==> src/design/ohi_pkg.sv <==
// ----------------------------------------------------------------------------
// ohi_pkg
// shared constants, codes, types and modular helpers for the hash insert block
// ----------------------------------------------------------------------------
package ohi_pkg;

  localparam int TABLE_SIZE = 16;
  localparam int SLOT_W     = $clog2(TABLE_SIZE);

  localparam int KEY_W      = 40;
  localparam int FUNC_W     = 2;
  localparam int STATUS_W   = 3;
  localparam int IDX_W      = 4;
  localparam int OUT_SLOT_W = 4;
  localparam int MODE_W     = 2;
  localparam int ADDR_W     = 2;
  localparam int DATA_W     = 32;

  localparam int NIB_W      = 4;
  localparam int NIB_RANGE  = 1 << NIB_W;
  localparam int NIB_CNT    = KEY_W / NIB_W;
  localparam int NCNT_W     = $clog2(NIB_CNT);
  localparam int RED_W      = SLOT_W + NIB_W;
  localparam int DH_MOD     = 7;
  localparam int DH_W       = 3;
  localparam int RD_W       = ((IDX_W > SLOT_W) ? IDX_W : SLOT_W) + 1;

  localparam logic [FUNC_W-1:0] FUNC_INSERT = 2'd0;
  localparam logic [FUNC_W-1:0] FUNC_READ   = 2'd1;
  localparam logic [FUNC_W-1:0] FUNC_CLEAR  = 2'd2;

  localparam logic [STATUS_W-1:0] ST_INSERTED = 3'd0;
  localparam logic [STATUS_W-1:0] ST_FULL     = 3'd1;
  localparam logic [STATUS_W-1:0] ST_EMPTY    = 3'd2;
  localparam logic [STATUS_W-1:0] ST_OCCUPIED = 3'd3;
  localparam logic [STATUS_W-1:0] ST_CLEARED  = 3'd4;

  localparam logic [MODE_W-1:0] MODE_LINEAR = 2'd0;
  localparam logic [MODE_W-1:0] MODE_QUAD   = 2'd1;
  localparam logic [MODE_W-1:0] MODE_DOUBLE = 2'd2;

  localparam logic [ADDR_W-1:0] REG_PROBE_MODE = 2'd0;

  typedef struct packed {
    logic              clear;
    logic              wr_en;
    logic              rd_en;
    logic [SLOT_W-1:0] addr;
  } tbl_ctl_t;

  typedef struct packed {
    logic              done;
    logic [SLOT_W-1:0] home;
    logic [DH_W-1:0]   dstep;
  } hash_res_t;

  // v mod m for v < 16*m
  function automatic logic [RED_W-1:0] nib_reduce(input logic [RED_W-1:0] v,
                                                  input logic [RED_W-1:0] m);
    logic [RED_W-1:0] res;
    logic [RED_W-1:0] prod;
    res  = v;
    prod = '0;
    for (int q = 1; q < NIB_RANGE; q++) begin
      prod = RED_W'(q) * m;
      if (v >= prod) begin
        res = v - prod;
      end
    end
    return res;
  endfunction

  // (a + b) mod TABLE_SIZE for a, b below TABLE_SIZE
  function automatic logic [SLOT_W-1:0] add_mod(input logic [SLOT_W-1:0] a,
                                               input logic [SLOT_W-1:0] b);
    logic [SLOT_W:0] s;
    s = {1'b0, a} + {1'b0, b};
    if (s >= (SLOT_W+1)'(TABLE_SIZE)) begin
      s = s - (SLOT_W+1)'(TABLE_SIZE);
    end
    return s[SLOT_W-1:0];
  endfunction

endpackage

==> src/design/ohi_residue.sv <==
// ----------------------------------------------------------------------------
// ohi_residue
// nibble-serial reduction of a key to its home slot and double-hash step
// ----------------------------------------------------------------------------
module ohi_residue import ohi_pkg::*; (
  input  logic             clk,
  input  logic             rst,
  input  logic             start,
  input  logic [KEY_W-1:0] key,
  output hash_res_t        res
);

  logic              busy;
  logic              done;
  logic [NCNT_W-1:0] cnt;
  logic [KEY_W-1:0]  sh;
  logic [SLOT_W-1:0] rn;
  logic [DH_W-1:0]   r7;

  logic [NIB_W-1:0]  nib;
  logic [RED_W-1:0]  rn_full;
  logic [RED_W-1:0]  r7_full;

  assign nib     = sh[KEY_W-1 -: NIB_W];
  assign rn_full = nib_reduce({rn, nib}, RED_W'(TABLE_SIZE));
  assign r7_full = nib_reduce(RED_W'({r7, nib}), RED_W'(DH_MOD));

  always_ff @(posedge clk) begin
    if (rst) begin
      busy <= 1'b0;
      done <= 1'b0;
    end else begin
      done <= busy && (cnt == '0);
      if (start) begin
        busy <= 1'b1;
        cnt  <= NCNT_W'(NIB_CNT - 1);
        sh   <= key;
        rn   <= '0;
        r7   <= '0;
      end else if (busy) begin
        rn  <= rn_full[SLOT_W-1:0];
        r7  <= r7_full[DH_W-1:0];
        sh  <= sh << NIB_W;
        cnt <= cnt - 1'b1;
        if (cnt == '0) begin
          busy <= 1'b0;
        end
      end
    end
  end

  assign res.done  = done;
  assign res.home  = rn;
  assign res.dstep = DH_W'(DH_MOD) - r7;

endmodule

==> src/design/ohi_table.sv <==
// ----------------------------------------------------------------------------
// ohi_table
// slot valid flags and key storage with one registered read port
// ----------------------------------------------------------------------------
module ohi_table import ohi_pkg::*; (
  input  logic             clk,
  input  logic             rst,
  input  tbl_ctl_t         ctl,
  input  logic [KEY_W-1:0] wr_key,
  output logic             chk_valid,
  output logic             rd_valid,
  output logic [KEY_W-1:0] rd_key
);

  logic [TABLE_SIZE-1:0] valid;
  logic [KEY_W-1:0]      keys [TABLE_SIZE];

  assign chk_valid = valid[ctl.addr];

  always_ff @(posedge clk) begin
    if (rst) begin
      valid <= '0;
    end else if (ctl.clear) begin
      valid <= '0;
    end else if (ctl.wr_en) begin
      valid[ctl.addr] <= 1'b1;
    end
  end

  always_ff @(posedge clk) begin
    if (ctl.wr_en) begin
      keys[ctl.addr] <= wr_key;
    end
    if (ctl.rd_en) begin
      rd_key   <= keys[ctl.addr];
      rd_valid <= valid[ctl.addr];
    end
  end

endmodule

==> src/design/open_addressing_hash_insert.sv <==
// ----------------------------------------------------------------------------
// open_addressing_hash_insert
// open-addressing hash table with linear, quadratic or double-hash probing
// ----------------------------------------------------------------------------
// requests come in on in_valid/in_ready with func, key and slot_index; one
// result per request leaves on out_valid/out_ready with status, slot, value.
// probe_mode is written over the apb port at offset 0; the user must write it
// only while the block is idle, which the block itself does not enforce.
// in_ready is high only when the sequencer is idle; a finished result sits in
// the output register, so the next request can be taken while it waits.
// insert: nibble-serial key reduction (home slot and double-hash step), then
// one slot probed per cycle, up to TABLE_SIZE probes, then the output load.
// read: through the registered key store read port (states S_READ, S_RDOUT).
// clear and unused codes: result set on accept, then straight to S_DONE.
// reset empties all slots and sets linear probing; stored keys are not wiped.
// if out_ready stays low the sequencer holds its result and stops taking
// requests until the output register frees up.
// ----------------------------------------------------------------------------
module open_addressing_hash_insert import ohi_pkg::*; (
  input  logic                  clk,
  input  logic                  rst,
  input  logic                  in_valid,
  output logic                  in_ready,
  input  logic [FUNC_W-1:0]     func,
  input  logic [KEY_W-1:0]      key,
  input  logic [IDX_W-1:0]      slot_index,
  output logic                  out_valid,
  input  logic                  out_ready,
  output logic [STATUS_W-1:0]   status,
  output logic [OUT_SLOT_W-1:0] slot,
  output logic [KEY_W-1:0]      value,
  input  logic                  psel,
  input  logic                  penable,
  input  logic                  pwrite,
  input  logic [ADDR_W-1:0]     paddr,
  input  logic [DATA_W-1:0]     pwdata,
  output logic [DATA_W-1:0]     prdata,
  output logic                  pready
);

  localparam logic [2:0] S_IDLE  = 3'd0;
  localparam logic [2:0] S_HASH  = 3'd1;
  localparam logic [2:0] S_PROBE = 3'd2;
  localparam logic [2:0] S_READ  = 3'd3;
  localparam logic [2:0] S_RDOUT = 3'd4;
  localparam logic [2:0] S_DONE  = 3'd5;

  logic [2:0]          state;
  logic [MODE_W-1:0]   probe_mode;
  logic [KEY_W-1:0]    key_r;
  logic [SLOT_W-1:0]   idx_r;
  logic [SLOT_W-1:0]   pos;
  logic [SLOT_W-1:0]   inc;
  logic [SLOT_W-1:0]   pcnt;
  logic [STATUS_W-1:0] res_status;
  logic [SLOT_W-1:0]   res_slot;
  logic [KEY_W-1:0]    res_value;

  logic                accept;
  logic                out_load;
  logic                cfg_wr;
  logic [RD_W-1:0]     idx_red;
  tbl_ctl_t            ctl;
  hash_res_t           hres;
  logic                chk_valid;
  logic                rd_valid;
  logic [KEY_W-1:0]    rd_key;

  assign in_ready = (state == S_IDLE);
  assign accept   = in_valid && in_ready;
  assign out_load = (state == S_DONE) && (!out_valid || out_ready);

  assign pready = 1'b1;
  assign cfg_wr = psel && penable && pwrite && pready && (paddr == REG_PROBE_MODE);
  assign prdata = (paddr == REG_PROBE_MODE) ? DATA_W'(probe_mode) : '0;

  always_comb begin
    idx_red = RD_W'(slot_index);
    if (idx_red >= RD_W'(TABLE_SIZE)) begin
      idx_red = idx_red - RD_W'(TABLE_SIZE);
    end
  end

  assign ctl.clear = accept && (func == FUNC_CLEAR);
  assign ctl.wr_en = (state == S_PROBE) && !chk_valid;
  assign ctl.rd_en = (state == S_READ);
  assign ctl.addr  = (state == S_READ) ? idx_r : pos;

  ohi_residue u_residue (
    .clk   (clk),
    .rst   (rst),
    .start (accept && (func == FUNC_INSERT)),
    .key   (key),
    .res   (hres)
  );

  ohi_table u_table (
    .clk       (clk),
    .rst       (rst),
    .ctl       (ctl),
    .wr_key    (key_r),
    .chk_valid (chk_valid),
    .rd_valid  (rd_valid),
    .rd_key    (rd_key)
  );

  always_ff @(posedge clk) begin
    if (rst) begin
      state      <= S_IDLE;
      out_valid  <= 1'b0;
      probe_mode <= MODE_LINEAR;
    end else begin
      if (cfg_wr) begin
        probe_mode <= pwdata[MODE_W-1:0];
      end

      if (out_load) begin
        out_valid <= 1'b1;
        status    <= res_status;
        slot      <= OUT_SLOT_W'(res_slot);
        value     <= res_value;
      end else if (out_ready) begin
        out_valid <= 1'b0;
      end

      case (state)
        S_IDLE: begin
          if (accept) begin
            key_r <= key;
            idx_r <= idx_red[SLOT_W-1:0];
            case (func)
              FUNC_INSERT: begin
                state <= S_HASH;
              end
              FUNC_READ: begin
                state <= S_READ;
              end
              FUNC_CLEAR: begin
                res_status <= ST_CLEARED;
                res_slot   <= '0;
                res_value  <= '0;
                state      <= S_DONE;
              end
              default: begin
                res_status <= ST_EMPTY;
                res_slot   <= '0;
                res_value  <= '0;
                state      <= S_DONE;
              end
            endcase
          end
        end
        S_HASH: begin
          if (hres.done) begin
            pos   <= hres.home;
            pcnt  <= '0;
            inc   <= (probe_mode == MODE_DOUBLE) ? SLOT_W'(hres.dstep) : SLOT_W'(1);
            state <= S_PROBE;
          end
        end
        S_PROBE: begin
          if (!chk_valid) begin
            res_status <= ST_INSERTED;
            res_slot   <= pos;
            res_value  <= key_r;
            state      <= S_DONE;
          end else if (pcnt == SLOT_W'(TABLE_SIZE - 1)) begin
            res_status <= ST_FULL;
            res_slot   <= '0;
            res_value  <= '0;
            state      <= S_DONE;
          end else begin
            pos  <= add_mod(pos, inc);
            pcnt <= pcnt + 1'b1;
            if (probe_mode == MODE_QUAD) begin
              inc <= add_mod(inc, SLOT_W'(2));
            end
          end
        end
        S_READ: begin
          state <= S_RDOUT;
        end
        S_RDOUT: begin
          res_status <= rd_valid ? ST_OCCUPIED : ST_EMPTY;
          res_slot   <= idx_r;
          res_value  <= rd_valid ? rd_key : '0;
          state      <= S_DONE;
        end
        S_DONE: begin
          if (out_load) begin
            state <= S_IDLE;
          end
        end
        default: begin
          state <= S_IDLE;
        end
      endcase
    end
  end

  a_no_overwrite: assert property (@(posedge clk) disable iff (rst)
    ctl.wr_en |-> (state == S_PROBE) && !chk_valid)
    else $error("write to an occupied slot");

  a_hash_in_seq: assert property (@(posedge clk) disable iff (rst)
    hres.done |-> (state == S_HASH))
    else $error("key reduction finished outside hash phase");

  a_zero_payload: assert property (@(posedge clk) disable iff (rst)
    out_valid && ((status == ST_FULL) || (status == ST_CLEARED)) |->
      (slot == '0) && (value == '0))
    else $error("full or cleared result carries data");

  a_done_loads: assert property (@(posedge clk) disable iff (rst)
    (state == S_DONE) && !out_valid |=> out_valid && (state == S_IDLE))
    else $error("finished result not moved to output register");

endmodule

==> config.mk <==
export PLATFORM = sky130hd
export DESIGN_NAME = open_addressing_hash_insert
export DESIGN_NICKNAME = d
export VERILOG_FILES = /design/src/design/ohi_pkg.sv /design/src/design/ohi_residue.sv /design/src/design/ohi_table.sv /design/src/design/open_addressing_hash_insert.sv
export SDC_FILE = /design/constraint.sdc
export NUM_CORES = 1
export LEC_CHECK = 0
export BUFFER_PORTS_ARGS = -buffer_cell sky130_fd_sc_hd__clkbuf_2
export CELL_PAD_IN_SITES_DETAIL_PLACEMENT = 1
export CELL_PAD_IN_SITES_GLOBAL_PLACEMENT = 1
export CORE_MARGIN = 2
export CORE_UTILIZATION = 52
export CTS_CLUSTER_SIZE = 12
export DETAILED_ROUTE_END_ITERATION = 10
export PLACE_DENSITY = 0.89
export SYNTH_ARGS = -nofsm -noshare
export SYNTH_HDL_FRONTEND = slang
export SYNTH_SLANG_ARGS = --single-unit
==> constraint.sdc <==
create_clock -name clk -period 7.5 [get_ports clk]
set_input_delay 1.125 -clock clk [delete_from_list [all_inputs] [get_ports clk]]
set_output_delay 1.125 -clock clk [all_outputs]
set_load 0.01 [all_outputs]
== Word-level counts from Yosys, hierarchy flattened ==
Memory sizes are Yosys's and may differ from the RTL's. A register that Yosys moved wholly into a read port is not among the register bits.
Cells that the tools add are included.
Word-level totals
  register bits after elaboration: 226
  bits in writable memories: 640
  output and inout bits: 82
  input port bits: 87
  memories kept: 1
Memory list
  u_table.keys: words 16, bits a word 40, rd ports 1, clocked after memory_dff 1, wr ports 1, RTL line ohi_table.sv:16  | logic [KEY_W-1:0] keys [TABLE_SIZE];
Cells by class
  magnitude comparators: 34
  multiplexer cells: 88
  $add $sub $neg: 37
  bitwise operators: 2
  equal/unequal tests: 18
  reductions and logical operators: 30
Operators with widths (number)
  2-to-1 mux 40 bit: 7
  2-to-1 mux 4 bit: 34
  one-hot mux 40 bit (3 select lines): 1
  2-to-1 mux 3 bit: 25
  subtractor 4 x 1 -> 4 bit, second input constant: 18
  >= comparator 8 bit, second input constant: 8
  >= comparator 7 bit, second input constant: 6
  >= comparator 7 x 6 -> 1 bit, second input constant: 5
  >= comparator 8 x 7 -> 1 bit, second input constant: 4
  one-hot mux 4 bit (2 select lines): 3
  subtractor 3 bit, second input constant: 8
  one-hot mux 3 bit (6 select lines): 1
  >= comparator 8 x 6 -> 1 bit, second input constant: 2
  OR 16 bit: 1
  >= comparator 7 x 5 -> 1 bit, second input constant: 2
  one-hot mux 3 bit (2 select lines): 2
  one-hot mux 4 bit (3 select lines): 1
  subtractor 3 x 2 -> 3 bit, second input constant: 4
  >= comparator 5 bit, second input constant: 2
  logical AND 1 bit: 10
  2-to-1 mux 1 bit: 10
  AND reduction 5 bit: 2
  one-hot mux 3 bit (3 select lines): 1
  subtractor 3 x 1 -> 3 bit, second input constant: 3
  34 further kinds: 49

== Logic depth before layout (Yosys ltp) ==
Gate-level depths: netlist of the first run.
  word-level depth: 17
  gate-level depth with buffers: 10

== Hierarchy ==
From an unflattened synthesis of the first run, not the netlist that was laid out.
Second synthesis, totals
  cell total of the unflattened synthesis: 1724
  area, all modules: 35051.1 um^2
By module, submodules not included
  ohi_table: cells an instance 1088, sequential area each 20769.9 um^2, instances 1, area each 25814.8 um^2
  open_addressing_hash_insert: cells an instance 365, sequential area each 4624.4 um^2, instances 1, area each 6087.1 um^2
  ohi_residue: cells an instance 271, sequential area each 1571.5 um^2, instances 1, area each 3149.3 um^2

== Least setup slack after synthesis of the first run ==
Ideal clock, no wire load.
  path kind: input -> register
  start: input rst
  end: register slot[0] (enable)
  path buffers: 2
  stages: 3
  setup slack: 0.883 ns
  setup time: 0.568 ns
  data arrival time: 6.048 ns
  cell sequence: clkbuf_1 > clkbuf_1 > nor4_1
Between the ends
  word-level cells in the longest chain between the ends: 2
RTL lines
  start, declared: RTL line open_addressing_hash_insert.sv:21  | input logic rst,
  inverter 1 bit (no line)
  AND reduction 2 bit (no line)
  end signal, assigned: RTL line open_addressing_hash_insert.sv:120  | slot <= OUT_SLOT_W'(res_slot);
  end, declared: RTL line open_addressing_hash_insert.sv:30  | output logic [OUT_SLOT_W-1:0] slot,
Every way passes these cells.
A chain may end at the register's enable or synchronous reset.

== Worst setup path after layout of the first run ==
  start: register state[0]
  end: memory u_table.keys[11][9] (enable)
Between the ends
  word-level cells in the longest chain between the ends: 8
  elaborated cells between the ends (all ways): 9
RTL lines
  start, declared: RTL line open_addressing_hash_insert.sv:48  | logic [2:0] state;
  start signal, assigned: RTL line open_addressing_hash_insert.sv:109  | state <= S_IDLE;
  start signal, assigned: RTL line open_addressing_hash_insert.sv:133  | state <= S_HASH;
  start signal, assigned: RTL line open_addressing_hash_insert.sv:136  | state <= S_READ;
  == test 3 x 2 -> 1 bit: RTL line open_addressing_hash_insert.sv:87  | assign ctl.addr = (state == S_READ) ? idx_r : pos;
  2-to-1 mux 4 bit: RTL line open_addressing_hash_insert.sv:87
  binary-select mux 1 bit (select 4 bit): RTL line ohi_table.sv:18  | assign chk_valid = valid[ctl.addr];
  2-to-1 mux 1 bit (implied by the code): RTL line ohi_table.sv:18
  logical NOT 1 bit
  logical AND 1 bit: RTL line open_addressing_hash_insert.sv:85  | assign ctl.wr_en = (state == S_PROBE) && !chk_valid;
  2-to-1 mux 1 bit: RTL line ohi_table.sv:31  | if (ctl.wr_en) begin
  2-to-1 mux 1 bit (implied by the code): RTL line ohi_table.sv:32  | keys[ctl.addr] <= wr_key;
  end, declared: RTL line ohi_table.sv:16
Parallel ways exist; a longest one is shown, timed or not. The select of a mux whose other input is x is not followed.

==> results of run 1 <==
[cell type report]
type	instances	share of cell area (%)
sequential	906	66.46
timing repair buffer	145	2.054
clock buffer	120	6.032
tap	940	2.899
clock inverter	30	0.7555
multi-input combinational	1187	21.57
antenna	2	0.01234
inverter	23	0.2128
[worst max-delay path by stage]
stage,from,endpoint,cells past startpoint
floorplan,rst,slot[0],3
global placement,state[0],u_table.keys[11][11],6
detailed placement,state[0],u_table.keys[11][9],6
CTS,state[0],u_table.keys[11][9],6
global route,state[0],u_table.keys[11][9],6
finish,state[0],u_table.keys[11][9],6
[routing by layer]
metal | vias up | global-route usage, % | share of wire [%]
met3 | 308 | 5.863 | 8.5
met4 | 2 | 13.48 | 4.3
met5 | - | 0 | 0.013
met2 | 1213 | 48.23 | 50
li1 | 8917 | - | -
met1 | 11130 | 36.15 | 37
[state kept, by name (all words and copies together), names as in the netlist, 16 cells and up]
register        cells
key_r              40
res_value          40
u_residue.sh       40
u_table.keys      640
u_table.rd_key     40
u_table.valid      16
value              40
[power by group]
group / internal (W) / leakage, nW / switching, W / total [W]
clock network: 0.00243 / 1.34 / 0.00195 / 0.00438
logic: 0.000104 / 4.36 / 0.000250 / 0.000354
registers: 0.00564 / 8.16 / 0.0000933 / 0.00573
total: 0.00817 / 13.9 / 0.00229 / 0.0105
[Yosys cell counts, types with 21 or more instances]
cell | count | share of area, %
buf_2 | 27 | 0.37
inv_1 | 21 | 0.22
buf_4 | 41 | 0.84
dfxtp_1 | 24 | 1.3
edfxtp_1 | 882 | 73
nor2_1 | 48 | 0.49
a211oi_1 | 82 | 1.7
a22o_1 | 41 | 0.99
mux4_2 | 42 | 2.6
mux2i_1 | 187 | 5.1
clkbuf_1 | 78 | 0.80
and2_1 | 83 | 1.4
nand2_1 | 349 | 3.6
a311oi_1 | 81 | 1.9
o31a_1 | 42 | 1.0
[per-stage QoR]
stage | instance area, um^2 | setup WS, ns | power (W) | hold slack, ns | utilization (%)
finish | 40570 | 2.293 | 0.01046 | 0.4081 | 58.24
global route | 40570 | 2.258 | 0.01067 | 0.4244 | 58.23
CTS | 40570 | 2.409 | 0.01048 | 0.4197 | 58.23
detailed placement | 37820 | 2.554 | 0.006173 | 0.4062 | 54.28
global placement | 37820 | 2.805 | 0.006138 | 0.4010 | 54.28
floorplan | 36550 | 0.8834 | 0.006016 | 0.4003 | -
[kinds of logic after synthesis]
kind of cell    count (synthesis)  synth area share (%)
xor+xnor                       10                0.2404
other cells                     2               0.02061
compound gates                358                 7.931
fa+ha+maj                      16                0.5700
simple gates                  540                 6.530
buf+inv                       193                 2.853
mux                           232                 7.856
flops                         906                 74.00
[critical path, delay by kind of cell (launching register included)]
kind          cells  cell delay (ns)
simple gates      3             2.04
buf+inv           2             1.11
mux               1             0.91
flops             1             0.68
==> key figures, run 1 <==
Outcome
  • Status: finished clean

Drt
  • Routed WL: approximately 100 mm
  • Antenna-violating nets left: 0
  • Via count: between 20,000 and 25,000
  • Vias/cell: roughly 6.4
  • Number of detailed-route iterations in the first pass: 5
  • # DRC: 0
  • Starting DRT DRC Count: 2,312
  • Drt wl/cell: just over 30 um

Synthesis
  • Mapped cell area: approximately 0.036 mm^2
  • Avg Inst Size Synth: roughly 16 um^2
  • Ys async rst share: 0%
  • Sequential fraction of the synthesis area: roughly three quarters
  • Post-synth EDFFs: 882
  • Synth Register Bits: 906
  • Mapped Cells: approximately 2,300
  • Ys flop type: edfxtp_1
  • Synth unique cells: 68
  • Ys Warns: 0

GRT
  • Total congestion overflow: 0
  • First-pass GRT wire length: roughly 150 mm
  • Total Routing Usage GR: about 29%
  • Initial antenna violation count: 3
  • Largest net degree at the start of global routing: between 150 and 200
  • Vias in the first global route: ~23,000

Worst setup path
  • CP Data Arrival Time: 5.50 ns
  • Slowest-stage cell, CP: nor2_4
  • Most Frequent Cell on Critical Path: buf_4
  • FF-to-FF End: u_table.keys[11][9]
  • Critical R2R Launch: state[0]
  • Cell chain of the critical path: nand3b_4 -> mux2i_4 -> buf_4 -> nand4_1 -> nor2_4 -> buf_4
  • Worst Setup Path Type: register to register
  • Critical Path Max Stage Delay: 1.13 ns
  • Crit path capture type: register
  • Critical path peak fanout: 27
  • CP Data Required Time: 7.80 ns
  • Startpoint types: register
  • Reg2Reg Depth: 6
  • Slack of the worst reg-to-reg path: around 2.3 ns

Finish
  • Filler cells: roughly 6,300
  • Most frequent cells in the layout: edfxtp_1, nand2_1, mux2i_1, clkbuf_2, clkbuf_16
  • Finished Layout Cells: between 3,000 and 4,000
  • Reg area: between 0.02 and 0.03 mm^2
  • Synthesis-to-layout area growth: 11.34%
  • Layout net count: about 2,500
  • Multi-input gate area: around 0.0088 mm^2
  • Most common cell after layout, fill and taps aside: edfxtp_1
  • Layout cell share with drive strength beyond 1: between 10% and 20%

Clock network
  • CTS tree: built
  • H-tree depth: 3
  • Clk sink count: 906
  • CTS clk-pin slew, worst paths: around 0.06 ns
  • CTS max path bufs: 3
  • Post_cts resized: 0
  • Post-cts hold buffer count: 0
  • Root Driver: clkbuf_16
  • Skew-Pair Late Insertion Delay: about 0.68 ns
  • Setup bufs post-CTS: 0
  • TritonCTS buffer count: 92

STA
  • Final setup viols: 0
  • Setup TNS: 0 ns
  • Final min period: 5.207 ns
  • Final worst path period share: just under 70%
  • Slew headroom: a little over a tenth
  • Worst-Margin Slew: 1.326 ns
  • RSZ-0062 raised after global routing: no
  • Worst Skew: ~0.040 ns
  • Fin. max-slew vios: 0
  • Fmax: 192.1 MHz
  • Final hold violation count: 0

Pwr
  • Leak: between 10 and 15 nW
  • VDD IR max: roughly 0.17 mV
  • Cell Pwr Density: between 200 and 300 mW/mm^2

Place
  • Dpl hpwl: about 55 mm
  • Dpl cells: about 3,200
  • GPL Wtd Cong: roughly 0.87
  • I/O Buffers: 107

Floorplanning
  • I/O pin total: 169
  • Die Wd: between 200 and 300 um
  • Initial Utilization: 52.31%
  • Core Area: about 0.07 mm^2
  • Chip Height: between 200 and 300 um
  • Full die area: between 0.07 and 0.08 mm^2
  • Cell Rows: 97

Hold path
  • Hold Startpoint: res_slot[0]
  • Hold WC Path Type: register to register
  • WHS Path Cells: 0
  • Hold Crit Endpoint: slot[0]

Job
  • MaxCap Viol Count: 0
(Power assumes the default switching activity.)
==> run 2: changes to the inputs <==
==> constraint.sdc (replaced) <==
create_clock -name clk -period 5.4 [get_ports clk]
set_input_delay 0.81 -clock clk [delete_from_list [all_inputs] [get_ports clk]]
set_output_delay 0.81 -clock clk [all_outputs]
set_load 0.01 [all_outputs]
==> run 2 against run 1 <==
Against the previous run:
- utilization up 0.12 points
- sequential power grew 39%
- maximum frequency grew 16%
- critical path depth is the same
- register-to-register slack got worse by 1.4 ns
==> key figures, run 2 (synthesis results as in run 1) <==
Outcome
  • Status: finished clean

STA
  • Fin. max-slew vios: 0
  • Final hold violation count: 0
  • Min Hold Slack: approximately 0.34 ns
  • Fmax: approximately 220 MHz
  • Final setup viols: 0
  • RSZ-0062 raised after global routing: no
  • Slew headroom: a little under an eighth
  • Worst-Margin Slew: between 1 and 1.5 ns
  • Final worst path period share: about 83%
  • Setup TNS: 0 ns
  • Final WS setup: between 0.8 and 0.9 ns
  • Worst Skew: 0.03091 ns
  • Final min period: 4.506 ns

Finish
  • Synthesis-to-layout area growth: 11.57%
  • Layout cell share with drive strength beyond 1: between 10% and 20%
  • Max reg flops: 640
  • Most frequent cells in the layout: edfxtp_1, nand2_1, mux2i_1, clkbuf_2, clkbuf_16
  • Most common cell after layout, fill and taps aside: edfxtp_1
  • Top reg by flops: u_table.keys
  • Layout net count: between 2,000 and 2,500

GRT
  • Total Routing Usage GR: roughly 30%
  • Initial antenna violation count: 6
  • First-pass GRT wire length: around 150 mm
  • Total congestion overflow: 0
  • Vias in the first global route: 23,290
  • Largest net degree at the start of global routing: around 140

Pwr
  • Clock network fraction of total power: 41.2%
  • Psw: ~0.0031 W
  • Power Internal: 0.01126 W
  • VDD IR max: roughly 0.21 mV
  • Switching Fraction: a little over a fifth
  • Register share of total power: a little under three fifths
  • Cell Pwr Density: between 300 and 400 mW/mm^2
  • Comb power frac: between 3 and 4%
  • Leak: between 10 and 15 nW

Worst setup path
  • Worst Setup Path Type: register to register
  • CP top delay family: simple AND/OR/NAND/NOR gates
  • CP Data Arrival Time: 4.83 ns
  • Startpoint types: register
  • Critical Path Max Stage Delay: 1.00 ns
  • CP Data Required Time: 5.72 ns
  • Critical path peak fanout: 19
  • Crit path capture type: register
  • Worst path bufs/invs: 1
  • Cell chain of the critical path: nand3b_4 -> mux2i_4 -> mux2i_1 -> nand4_1 -> nor2_4 -> buf_4
  • Slowest-stage cell, CP: nor2_4

Clock network
  • H-tree depth: 3
  • TritonCTS buffer count: approximately 90
  • Skew-Pair Late Insertion Delay: between 0.6 and 0.7 ns
  • Clk sink count: a little over 900
  • CTS max path bufs: 3
  • Post-cts hold buffer count: 0
  • CTS clk-pin slew, worst paths: roughly 0.060 ns
  • Post_cts resized: 0
  • Root Driver: clkbuf_16
  • Setup bufs post-CTS: 0
  • CTS tree: built

Place
  • Dpl ws: between 1 and 1.5 ns
  • I/O Buffers: about 110
  • GPL Wtd Cong: approximately 0.86
  • Dpl hpwl: roughly 56 mm

Floorplanning
  • Initial Utilization: around 52%
  • I/O pin total: 169
  • Cell Rows: 97
  • Full die area: 0.07221 mm^2
  • Chip Height: between 200 and 300 um
  • Die Wd: 268.7 um
  • Core Area: 0.06966 mm^2

Drt
  • Number of detailed-route iterations in the first pass: 5
  • # DRC: 0
  • Vias/cell: 6.488
  • Drt wl/cell: between 30 and 40 um
  • Via count: approximately 22,000
  • Starting DRT DRC Count: ~2,300
  • Routed WL: 104.9 mm
  • Antenna-violating nets left: 0

Job
  • MaxCap Viol Count: 0

Hold path
  • Hold WC Path Type: input pin to register
run 2: power groups by stage:
stage	combinational (W)	clock [W]	sequential [W]
2_1_floorplan	0.000306	0	0.00805
3_3_place_gp	0.000447	0	0.00808
3_5_place_dp	0.000475	0	0.00810
4_1_cts	0.000487	0.00596	0.00796
5_1_grt	0.000521	0.00618	0.00797
6_report	0.000494	0.00592	0.00796
run 2: path summary, 6_finish.rpt:
path | from | endpoint | slack [ns] | depth (start not counted)
setup / recovery | state[0] | u_table.keys[15][39] | 0.89 | 6
hold reg to reg | res_value[23] | value[23] | 0.41 | 0
setup reg to reg | state[0] | u_table.keys[15][39] | 0.89 | 6
hold / removal | slot_index[0] | idx_r[0] | 0.34 | 1
run 2: area by class of cell:
cell class	instances	area [um^2]
fillers	6380	29010
inverters	23	87.58
clock inverters	23	197.7
repair buffers	150	1008
flip-flops and latches	906	26970
clock buffers	122	2466
diodes	1	2.502
multi-input cells	1187	8755
well taps	940	1176
run 2: layer usage:
metal	global-route usage [%]	share of wire (%)	vias to the layer above	routed length (um)
met1	36.53	37	11340	39100
met5	0	0.063	-	66
li1	-	-	8891	-
met2	50.45	51	1219	53240
met3	5.498	8.2	286	8630
met4	11.95	3.7	12	3840
run 2: worst reg2reg max path: stages (launching register included):
cell and delay [ns]:
dfxtp_1 0.67, nand3b_4 0.40, mux2i_4 0.74, mux2i_1 0.42
nand4_1 0.51, nor2_4 1.00, buf_4 0.44
run 2: through the flow:
step	instance area [um^2]	total power (W)	instances	utilization (%)
after floorplan	36560	0.008355	2286	-
after global placement	37990	0.008527	3206	54.54
after detailed placement	37990	0.008575	3206	54.54
after CTS	40660	0.01440	3351	58.36
after global routing	40660	0.01467	3351	58.36
final	40660	0.01437	3352	58.36
